**config.mk**
```make
export PLATFORM = sky130hd
export DESIGN_NAME = dsi_packet_framer_ecc_flat
export DESIGN_NICKNAME = d
export VERILOG_FILES = /design/src/design/dpf_pkg.sv /design/src/design/dpf_in_if.sv /design/src/design/dpf_out_if.sv /design/src/design/dsi_packet_framer_ecc.sv /design/src/design/dpf_builder.sv /design/src/design/dpf_serializer.sv /design/src/flat_wrapper.sv
export SDC_FILE = /design/constraint.sdc
export NUM_CORES = 1
export LEC_CHECK = 0
export ABC_AREA = 1
export BUFFER_PORTS_ARGS = -buffer_cell sky130_fd_sc_hd__buf_4
export CAP_MARGIN = 30
export CORE_MARGIN = 2
export CORE_UTILIZATION = 50
export DETAILED_ROUTE_END_ITERATION = 8
export PLACE_DENSITY = 0.66
export SETUP_SLACK_MARGIN = 0.15
export SYNTH_ARGS = -nofsm -noshare
export SYNTH_HDL_FRONTEND = slang
export SYNTH_SLANG_ARGS = --single-unit
export TNS_END_PERCENT = 10
```
**constraint.sdc**
```tcl
create_clock -name clk_i -period 4.5 [get_ports clk_i]
set_input_delay 0.9 -clock clk_i [delete_from_list [all_inputs] [get_ports clk_i]]
set_output_delay 0.9 -clock clk_i [all_outputs]
set_load 0.02 [all_outputs]
```
**src/design/dpf_pkg.sv**
```systemverilog
// Package for the display-link packet framer: action codes, framing constants,
// the result-run type and the header ECC function. No dependencies.
package dpf_pkg;

  localparam int unsigned RunDepth = 8;
  localparam int unsigned RunIdxW  = $clog2(RunDepth);

  localparam logic [1:0] ACT_SHORT   = 2'd0;
  localparam logic [1:0] ACT_LONG    = 2'd1;
  localparam logic [1:0] ACT_PAYLOAD = 2'd2;

  localparam logic [7:0] SOT_BYTE = 8'hB8;
  localparam logic [7:0] END_BYTE = 8'hFF;
  localparam logic [7:0] CRC_BYTE = 8'h00;

  localparam logic [23:0] ECC_MASK [6] = '{
    24'hF12CB7, 24'hF2555B, 24'h749A6D, 24'hB8E38E, 24'hDF03F0, 24'hEFFC00
  };

  typedef struct packed {
    logic [1:0]  action;
    logic [7:0]  data_type;
    logic [15:0] word_count;
    logic [7:0]  data_byte;
    logic [7:0]  second_byte;
  } dpf_item_t;

  // One run of result bytes; byte 0 goes out first.
  typedef struct packed {
    logic [RunDepth-1:0][7:0] bytes;
    logic [RunDepth-1:0]      ends;
    logic [RunIdxW-1:0]       last;
  } dpf_run_t;

  // 6-bit Hamming ECC over the 24 header bits, returned as a byte.
  function automatic logic [7:0] header_ecc(input logic [7:0] b0, input logic [7:0] b1,
                                             input logic [7:0] b2);
    logic [23:0] hdr;
    logic [7:0]  ecc;
    hdr = {b2, b1, b0};
    ecc = '0;
    for (int i = 0; i < 6; i++) begin
      ecc[i] = ^(hdr & ECC_MASK[i]);
    end
    return ecc;
  endfunction

endpackage

```
**src/design/dpf_in_if.sv**
```systemverilog
// Input channel of the packet framer: valid/ready plus the item fields.
// Depends on nothing.
interface dpf_in_if;
  logic        valid;
  logic        ready;
  logic [1:0]  action;
  logic [7:0]  data_type;
  logic [15:0] word_count;
  logic [7:0]  data_byte;
  logic [7:0]  second_byte;

  modport source (output valid, action, data_type, word_count, data_byte, second_byte,
                  input ready);
  modport sink   (input valid, action, data_type, word_count, data_byte, second_byte,
                  output ready);
endinterface

```
**src/design/dpf_out_if.sv**
```systemverilog
// Output channel of the packet framer: valid/ready plus one stream byte and flags.
// Depends on nothing.
interface dpf_out_if;
  logic       valid;
  logic       ready;
  logic [7:0] out_byte;
  logic       packet_end;
  logic       run_last;

  modport source (output valid, out_byte, packet_end, run_last, input ready);
  modport sink   (input valid, out_byte, packet_end, run_last, output ready);
endinterface

```
**src/design/dsi_packet_framer_ecc.sv**
```systemverilog
// Top level of the display-link packet framer with header ECC.
// Depends on dpf_pkg, dpf_in_if, dpf_out_if, dpf_builder, dpf_serializer.
//
//  channel | dir | handshake      | word
//  --------+-----+----------------+----------------------------------------------
//  in_i    | in  | valid/ready    | action, data_type, word_count, data_byte,
//          |     |                | second_byte
//  out_o   | out | valid/ready    | out_byte, packet_end, run_last
//
// An accepted item is framed combinationally and its whole run of bytes (0 to
// 8) lands in the result register in the same edge; bytes then leave one per
// cycle while out_o.ready is high. A payload byte mid-packet is a run of one
// byte, a short packet 6 bytes, a long header 5, and a trailer adds 3 bytes.
// in_i.ready is high when the result register is empty or its final byte is
// taken this cycle, so a stalled out_o holds back the input.
// Reset clears the packet state and empties the result register.
module dsi_packet_framer_ecc
  import dpf_pkg::*;
(
  input  logic      clk_i,
  input  logic      rst_ni,
  dpf_in_if.sink    in_i,
  dpf_out_if.source out_o
);

  dpf_item_t item;
  dpf_run_t  run;
  logic      has_run;
  logic      accept;
  logic      free;

  assign item.action      = in_i.action;
  assign item.data_type   = in_i.data_type;
  assign item.word_count  = in_i.word_count;
  assign item.data_byte   = in_i.data_byte;
  assign item.second_byte = in_i.second_byte;

  // items with no result (stray payload, unused code) are taken only when the
  // result register can take a run too; this keeps ready independent of data
  assign in_i.ready = free;
  assign accept     = in_i.valid && free;

  dpf_builder u_builder (
    .clk_i     (clk_i),
    .rst_ni    (rst_ni),
    .accept_i  (accept),
    .item_i    (item),
    .has_run_o (has_run),
    .run_o     (run)
  );

  dpf_serializer u_serializer (
    .clk_i  (clk_i),
    .rst_ni (rst_ni),
    .load_i (accept && has_run),
    .run_i  (run),
    .free_o (free),
    .out_o  (out_o)
  );

endmodule

```
**src/design/dpf_builder.sv**
```systemverilog
// Packet state and run builder: turns one accepted item into a run of bytes.
// Depends on dpf_pkg.
module dpf_builder
  import dpf_pkg::*;
(
  input  logic      clk_i,
  input  logic      rst_ni,
  input  logic      accept_i,
  input  dpf_item_t item_i,
  output logic      has_run_o,
  output dpf_run_t  run_o
);

  logic [15:0] remaining_q, remaining_d;
  logic        open_q, open_d;
  logic [15:0] rem_dec;

  assign rem_dec = remaining_q - 16'd1;

  always_comb begin
    remaining_d = remaining_q;
    open_d      = open_q;
    has_run_o   = 1'b0;
    run_o.bytes = '0;
    run_o.ends  = '0;
    run_o.last  = '0;
    case (item_i.action)
      ACT_SHORT: begin
        has_run_o      = 1'b1;
        open_d         = 1'b0;
        remaining_d    = '0;
        run_o.bytes[0] = SOT_BYTE;
        run_o.bytes[1] = item_i.data_type;
        run_o.bytes[2] = item_i.data_byte;
        run_o.bytes[3] = item_i.second_byte;
        run_o.bytes[4] = header_ecc(item_i.data_type, item_i.data_byte, item_i.second_byte);
        run_o.bytes[5] = END_BYTE;
        run_o.ends[5]  = 1'b1;
        run_o.last     = RunIdxW'(5);
      end
      ACT_LONG: begin
        has_run_o      = 1'b1;
        run_o.bytes[0] = SOT_BYTE;
        run_o.bytes[1] = item_i.data_type;
        run_o.bytes[2] = item_i.word_count[7:0];
        run_o.bytes[3] = item_i.word_count[15:8];
        run_o.bytes[4] = header_ecc(item_i.data_type, item_i.word_count[7:0],
                                    item_i.word_count[15:8]);
        remaining_d    = item_i.word_count;
        if (item_i.word_count == 16'd0) begin
          // empty payload: trailer straight after the header
          open_d         = 1'b0;
          run_o.bytes[5] = CRC_BYTE;
          run_o.bytes[6] = CRC_BYTE;
          run_o.bytes[7] = END_BYTE;
          run_o.ends[7]  = 1'b1;
          run_o.last     = RunIdxW'(7);
        end else begin
          open_d     = 1'b1;
          run_o.last = RunIdxW'(4);
        end
      end
      ACT_PAYLOAD: begin
        if (open_q) begin
          has_run_o      = 1'b1;
          remaining_d    = rem_dec;
          run_o.bytes[0] = item_i.data_byte;
          if (rem_dec == 16'd0) begin
            open_d         = 1'b0;
            run_o.bytes[1] = CRC_BYTE;
            run_o.bytes[2] = CRC_BYTE;
            run_o.bytes[3] = END_BYTE;
            run_o.ends[3]  = 1'b1;
            run_o.last     = RunIdxW'(3);
          end
        end
      end
      default: begin
        has_run_o = 1'b0;
      end
    endcase
  end

  always_ff @(posedge clk_i or negedge rst_ni) begin
    if (!rst_ni) begin
      remaining_q <= '0;
      open_q      <= 1'b0;
    end else if (accept_i) begin
      remaining_q <= remaining_d;
      open_q      <= open_d;
    end
  end

  // an open packet always has payload outstanding
  a_open_count : assert property (@(posedge clk_i) disable iff (!rst_ni)
    open_q == (remaining_q != 16'd0))
    else $error("packet open flag disagrees with byte count");

  // stray payload produces nothing
  a_stray_drop : assert property (@(posedge clk_i) disable iff (!rst_ni)
    (item_i.action == ACT_PAYLOAD && !open_q) |-> !has_run_o)
    else $error("payload with no open packet produced a run");

endmodule

```
**src/design/dpf_serializer.sv**
```systemverilog
// Result register and byte serializer: holds one run and emits a byte per cycle while out_o.ready is high.
// Depends on dpf_pkg and dpf_out_if.
module dpf_serializer
  import dpf_pkg::*;
(
  input  logic      clk_i,
  input  logic      rst_ni,
  input  logic      load_i,
  input  dpf_run_t  run_i,
  output logic      free_o,
  dpf_out_if.source out_o
);

  logic                busy_q, busy_d;
  logic [RunIdxW-1:0]  idx_q, idx_d;
  dpf_run_t            run_q;
  logic                at_last;
  logic                take;

  assign at_last = (idx_q == run_q.last);
  assign take    = busy_q && out_o.ready;
  // free for a new run when empty, or when the final byte leaves this cycle
  assign free_o  = !busy_q || (out_o.ready && at_last);

  assign out_o.valid      = busy_q;
  assign out_o.out_byte   = run_q.bytes[idx_q];
  assign out_o.packet_end = run_q.ends[idx_q];
  assign out_o.run_last   = at_last;

  always_comb begin
    busy_d = busy_q;
    idx_d  = idx_q;
    if (take) begin
      if (at_last) begin
        busy_d = 1'b0;
      end else begin
        idx_d = idx_q + RunIdxW'(1);
      end
    end
    if (load_i) begin
      busy_d = 1'b1;
      idx_d  = '0;
    end
  end

  always_ff @(posedge clk_i or negedge rst_ni) begin
    if (!rst_ni) begin
      busy_q <= 1'b0;
      idx_q  <= '0;
    end else begin
      busy_q <= busy_d;
      idx_q  <= idx_d;
    end
  end

  always_ff @(posedge clk_i) begin
    if (load_i) begin
      run_q <= run_i;
    end
  end

  a_idx_range : assert property (@(posedge clk_i) disable iff (!rst_ni)
    busy_q |-> idx_q <= run_q.last)
    else $error("byte index ran past end of run");

  a_end_is_last : assert property (@(posedge clk_i) disable iff (!rst_ni)
    (busy_q && run_q.ends[idx_q]) |-> at_last)
    else $error("packet end flagged before last byte of run");

  a_no_overwrite : assert property (@(posedge clk_i) disable iff (!rst_ni)
    load_i |-> (!busy_q || (out_o.ready && at_last)))
    else $error("run loaded over one still being sent");

endmodule
```
**src/flat_wrapper.sv**
```systemverilog
// flat-port wrapper written by rule: the top's interface ports become plain ports
module dsi_packet_framer_ecc_flat import dpf_pkg::*;
  (clk_i, rst_ni, in_i_valid, in_i_action, in_i_data_type, in_i_word_count, in_i_data_byte, in_i_second_byte, in_i_ready, out_o_valid, out_o_out_byte, out_o_packet_end, out_o_run_last, out_o_ready);
  dpf_in_if in_i_i ();
  dpf_out_if out_o_i ();
  input  logic clk_i;
  input  logic rst_ni;
  input wire logic [$bits(in_i_i.valid)-1:0] in_i_valid;
  input wire logic [$bits(in_i_i.action)-1:0] in_i_action;
  input wire logic [$bits(in_i_i.data_type)-1:0] in_i_data_type;
  input wire logic [$bits(in_i_i.word_count)-1:0] in_i_word_count;
  input wire logic [$bits(in_i_i.data_byte)-1:0] in_i_data_byte;
  input wire logic [$bits(in_i_i.second_byte)-1:0] in_i_second_byte;
  output wire logic [$bits(in_i_i.ready)-1:0] in_i_ready;
  output wire logic [$bits(out_o_i.valid)-1:0] out_o_valid;
  output wire logic [$bits(out_o_i.out_byte)-1:0] out_o_out_byte;
  output wire logic [$bits(out_o_i.packet_end)-1:0] out_o_packet_end;
  output wire logic [$bits(out_o_i.run_last)-1:0] out_o_run_last;
  input wire logic [$bits(out_o_i.ready)-1:0] out_o_ready;
  assign in_i_i.valid = in_i_valid;
  assign in_i_i.action = in_i_action;
  assign in_i_i.data_type = in_i_data_type;
  assign in_i_i.word_count = in_i_word_count;
  assign in_i_i.data_byte = in_i_data_byte;
  assign in_i_i.second_byte = in_i_second_byte;
  assign in_i_ready = in_i_i.ready;
  assign out_o_valid = out_o_i.valid;
  assign out_o_out_byte = out_o_i.out_byte;
  assign out_o_packet_end = out_o_i.packet_end;
  assign out_o_run_last = out_o_i.run_last;
  assign out_o_i.ready = out_o_ready;
  dsi_packet_framer_ecc u_core (.clk_i(clk_i), .rst_ni(rst_ni), .in_i(in_i_i), .out_o(out_o_i));
endmodule
```
; ---- Yosys cells after proc, flatten, opt, wreduce, memory -nomap -nowiden
; Index checks and enable logic that the tools add are counted.
[word_totals]
regBits = 91
inputBits = 46
output_inout_bits = 12
wordCells = 84
[classes]
n_addsub = 2
order_cmp = 1
n_eq_ne = 5
muxes = 30
reduce_logical = 30
[ops]
columns = operator, count
row1 = 24-bit parity, 12
row2 = 32-bit case mux with 3 select lines, 1
row3 = 24-bit 2-to-1 mux, 2
row4 = 16-bit case mux with 3 select lines, 1
row5 = 16-bit zero test, 2
row6 = 32-bit 2-to-1 mux, 1
row7 = 16-bit case mux with 2 select lines, 1
row8 = 8-bit binary-select mux with 3-bit select, 1
row9 = 16-bit 2-to-1 mux, 1
row10 = 16-bit by 1-bit subtractor with 16-bit output (second input constant), 1
row11 = 1-bit 2-to-1 mux, 11
row12 = 3-bit 2-to-1 mux, 3
row13 = 3-bit case mux with 3 select lines, 1
row14 = 8-bit 2-to-1 mux, 1
row15 = 2-bit AND reduction, 4
row16 = 2-bit 2-to-1 mux, 3
row17 = 1-bit logical AND, 4
row18 = 3-bit by 4-bit less-than comparator with 1-bit output (second input constant), 1
row19 = 2-bit != test (second input constant), 2
row20 = 2-bit nonzero test, 2
row21 = 3-bit by 1-bit adder with 3-bit output (second input constant), 1
row22 = 1-bit binary-select mux with 3-bit select, 1
row23 = 3-bit equality test, 1
row24 = 1-bit case mux with 3 select lines, 1
row25 = other kinds (9), 9

; ---- Depth between registers and ports, before layout
[depth]
word_depth = 7
ltp_mapped = 15
depth_no_buf = 15

; ---- Hierarchy
; A second synthesis with hierarchy kept.
[unflattened]
hier_cells = 766
hier_area_um2 = 6434.9
[modules_own_cells]
columns = module, instances, cells_per_inst, area_per_inst_um2, seq_area_each_um2
row1 = dpf_builder, 1, 522, 3229.3, 425.4
row2 = dpf_serializer, 1, 240, 3188.1, 2352.3
row3 = dsi_packet_framer_ecc, 1, 4, 17.5, 0.0

; ---- Least setup slack after synthesis
; OpenSTA, ideal clock, no wires.
[synth_path]
path_type = input -> register
start = in out_o_ready
end = reg u_core.u_serializer.run_q[0] (netlist name) (enable)
setup_time_ns = 0.413
arrival_ns = 2.661
t_required_ns = 4.087
slack_ns = 1.426
path_stages = 5
n_path_buf = 0
path_cell_list = nand2_1 -> nand2_2 -> nand2_2 -> or2_1 -> nor2_2
[synth_between]
elab_chain_cells = 4
[synth_lines]
columns = element, line
row1 = from (decl), flat_wrapper.sv:19  ; input wire logic [$bits(out_o_i.ready)-1:0] out_o_ready;
row2 = 1-bit logical AND, dpf_serializer.sv:23  ; assign free_o = !busy_q || (out_o.ready && at_last);
row3 = 1-bit logical OR, dpf_serializer.sv:23
row4 = named net in_i_ready, flat_wrapper.sv:14  ; output wire logic [$bits(in_i_i.ready)-1:0] in_i_ready;
row5 = 1-bit logical AND, dsi_packet_framer_ecc.sv:41  ; assign accept = in_i.valid && free;
row6 = 1-bit logical AND, dsi_packet_framer_ecc.sv:55  ; .load_i (accept && has_run),
row7 = to (signal assigned), dpf_serializer.sv:58  ; run_q <= run_i;
row8 = to (decl), dpf_serializer.sv:16  ; dpf_run_t run_q;
; The timed path passes the listed nets, and every way through them passes these cells.
; A chain may end at the register's enable or synchronous reset.

; ---- Worst setup path after layout
[layout_path]
start = reg u_core.u_serializer.idx_q[0]
end = out out_o_out_byte[5]
[layout_between]
elab_chain_cells = 2
[layout_lines]
columns = element, line
row1 = from (decl), dpf_serializer.sv:15  ; logic [RunIdxW-1:0] idx_q, idx_d;
row2 = from (signal assigned), dpf_serializer.sv:52  ; idx_q <= idx_d;
row3 = 8-bit binary-select mux with 3-bit select, dpf_serializer.sv:26  ; assign out_o.out_byte = run_q.bytes[idx_q];
row4 = 8-bit 2-to-1 mux (implied by the code), dpf_serializer.sv:26
row5 = to (decl), flat_wrapper.sv:16  ; output wire logic [$bits(out_o_i.out_byte)-1:0] out_o_out_byte;
; Every way passes these cells. The select of a mux whose other input is x is not followed.

==> results by group <==
Global routing
  – Grt ovf: 0
  – Vias in the first global route: 4,080
  – Initial antenna violation count: 0
  – GRT Util Overall: 0.2588
  – Largest net degree at the start of global routing: 47
  – First-pass GRT wire length: 20,530 um

Synthesis
  – Ys flop type: edfxtp_1
  – Multiplexer area fraction after synthesis: 0
  – Mean Syn Cell Area: 7.767 um^2
  – Simple-Gate Fraction of Synth Area: 0.2258
  – Synth Area in XOR/XNOR: 0.1515
  – Synth Area in Compound Gates: 0.1183
  – Seq/Total Area, Yosys: 0.3804
  – Mapped Cells: 625
  – Mapped Nets: 687
  – Ys async rst share: 0.3231
  – Post-synthesis cell type count: 31
  – Cell area after synthesis: 4855 um^2
  – Post-synth EDFFs: 44
  – Post-Synth Adder-Cell Area: 0.04124
  – Synth Register Bits: 65
  – Combinational family with the most area after synthesis: simple AND/OR/NAND/NOR gates
  – Syn. warnings: 0

Detailed routing
  – Final WL: 12,930 um
  – Drt first pass iters: 6
  – DRC: 0
  – DR vias: 4,277
  – DR vias/cell: 5.248
  – Post-DRT Antenna Nets: 0
  – Wirelength per Cell: 15.87 um
  – Iter 0 DRT Violations: 279

Worst setup path
  – Critical Path Start: u_core.u_serializer.idx_q[0]$_DFFE_PN0P_
  – Crit-path max FO: 24
  – CP startpoint kind: flip-flop
  – Critical Path AT: 2.21 ns
  – Critical path data required time: 3.60 ns
  – Critical path class: reg -> out
  – Crit path capture type: primary output
  – Count of cells along the worst register-to-register path: 9
  – FF-to-FF Start: u_core.u_serializer.idx_q[0]$_DFFE_PN0P_

Clocking
  – PostCTS Resize Cnt: 0
  – Max Buffers Root-to-Sink: 2
  – CTS tree: done
  – Root buffer cell: clkbuf_8
  – Clock Latency Late Sink: 0.35 ns
  – H-Tree Depth: 3
  – Register clock-pin slew on the reported worst setup and hold paths: 0.09 ns
  – Hold Buf Count CTS: 0
  – Clk sinks: 65
  – Setup Buffers After CTS: 0
  – Total CTS buffers: 9

Place
  – GPL Wtd Cong: 0.9449
  – Dpl cell area: 5408 um^2
  – IO Port Bufs: 57
  – Post-DP HPWL: 10,320 um

Power and ir drop
  – Leak Pwr: 0.002619 uW
  – Sw Pwr: 1558 uW
  – Clock share of power: 0.164
  – P per Cell Area: 582.9 nW/um^2
  – VDD IR max: 362.2 uV
  – Internal power: 1719 uW
  – Switching portion of total power: 0.4755
  – Gate power share: 0.552
  – Register share of total power: 0.284

Final layout
  – Post-route cell area: 5622 um^2
  – Fraction of layout cells with a size suffix above 1: 0.1399
  – Synthesis-to-layout area growth: 15.80%
  – # nets final: 743
  – Diode count: 0

STA
  – Final hold violation count: 0
  – RSZ-0062 raised after global routing: no
  – Max frequency: 0.3212 GHz
  – Worst-Margin Slew: 0.6647 ns
  – Final setup viols: 0
  – Fin. max-slew vios: 0
  – Post-route minimum period: 3.113 ns
  – TNS Setup: 0 ns
  – Fin crit share: 0.6918
  – Layout Skew: 0.01364 ns
  – Max-slew headroom: 0.5568

Die
  – Core area: 9328 um^2
  – Io pins: 58
  – Die width: 102.5 um
  – Initial Util: 0.5205
  – Die ar.: 10,510 um^2
  – Die Y: 102.5 um
  – Cell row count: 35

Worst hold path
  – Hold Path Class: in -> async

Flow run
  – Max Cap Viol: 0

Run status
  – Status: completed
-- stage by stage --
stage                     cells  utilization  power, uW  setup slack (ns)  hold slack [ns]
after detailed placement    799       0.5797       2731             1.210           0.4948
final                       815       0.6027       3277             1.387           0.4270
after CTS                   815       0.6027       3266             1.388           0.4349
after global routing        815       0.6027       3547             1.084           0.4376
after global placement      799       0.5797       2694             1.416           0.4948
after floorplan             625            -       2246             1.426           0.4487
-- final cells by class --
type,count,area [um^2]
flip-flops and latches,65,1847
repair buffers,59,442.9
fillers,843,3706
clock buffers,11,173.9
well taps,129,161.4
multi-input cells,454,2611
clock inverters,5,40.04
inverters,92,345.3
-- cells by family after synthesis --
logic type                 after synthesis
AOI/OAI and AO/OA                      100
adders and majority gates               16
and+or+nand+nor                        254
DFF                                     65
buffers and inverters                  106
xor gates and xnor gates                84
-- sequential cells by signal (all words and copies together) (netlist names) --
name and count:
u_core.u_serializer.out_o.valid 1, u_core.u_serializer.run_q 44, u_core.u_serializer.idx_q 3, u_core.u_builder.remaining_q 16
u_core.u_builder.open_q 1
-- synth_stat cells (4+ instances only) --
master,n,share of area
nor2_2,8,0.010
a21boi_0,11,0.017
xor2_1,36,0.065
nand2_1,128,0.099
o21ai_0,44,0.045
nand2_2,4,0.0052
edfxtp_1,44,0.27
inv_1,90,0.070
nor2_1,61,0.047
a21oi_1,12,0.012
xnor2_1,48,0.087
dfrtp_1,21,0.11
o22ai_1,28,0.036
nand3_1,37,0.038
ha_1,16,0.041
clkbuf_1,10,0.0077
-- worst max-delay path, stage by stage, from the launching register on --
cell	delay [ns]
dfrtp_1	0.78
inv_1	0.40
o21ai_0	0.28
o22ai_1	0.10
nand2_1	0.06
nand3_1	0.07
buf_4	0.17
-- final timing paths --
kind	end	slack [ns]
max	out_o_out_byte[5]	1.39
min	u_core.u_builder.remaining_q[4]$_DFFE_PN0P_	0.43
max reg2reg	u_core.u_serializer.run_q[20]$_DFFE_PP_	1.82
min reg2reg	u_core.u_builder.open_q$_DFFE_PN0P_	0.52
max in group asynchronous	u_core.u_builder.remaining_q[9]$_DFFE_PN0P_	3.83
min in group clk_i	u_core.u_builder.open_q$_DFFE_PN0P_	0.52
-- power by group through the flow --
stage / logic, uW / clock network, uW / registers [uW]
2_1_floorplan: 1370 / 0 / 872
3_3_place_gp: 1760 / 0 / 937
3_5_place_dp: 1790 / 0 / 937
4_1_cts: 1800 / 539 / 927
5_1_grt: 2040 / 566 / 945
6_report: 1810 / 538 / 930
-- layer usage --
metal,global-route usage,routed length [um],vias up,part of all wire
met5,0,0,-,0
met4,0.09026,289,0,0.022
met1,0.3660,5977,1967,0.46
li1,-,-,2136,-
met3,0.03322,701,21,0.054
met2,0.4118,5963,153,0.46
-- cell usage in the layout (no fill, tap or decap), types with 2 or more instances in the layout --
cell	netlist	final
buf_4	0	59
inv_2	2	2
clkbuf_16	0	2
dfrtp_1	21	21
edfxtp_1	44	44
xnor2_1	48	48
nand2_1	128	128
o22ai_1	28	28
a21boi_0	11	11
o21a_1	3	3
nand3_1	37	37
nor2_2	8	7
xor2_1	36	36
nor2_4	3	4
or2_2	3	3
ha_1	16	16
inv_6	0	3
nor2_1	61	61
nand4_1	3	3
a21oi_1	12	12
o21ai_0	44	44
clkbuf_8	0	9
inv_1	90	90
and2_1	2	2
nand2_2	4	4
No activity file was read; power rests on OpenSTA's default activity.
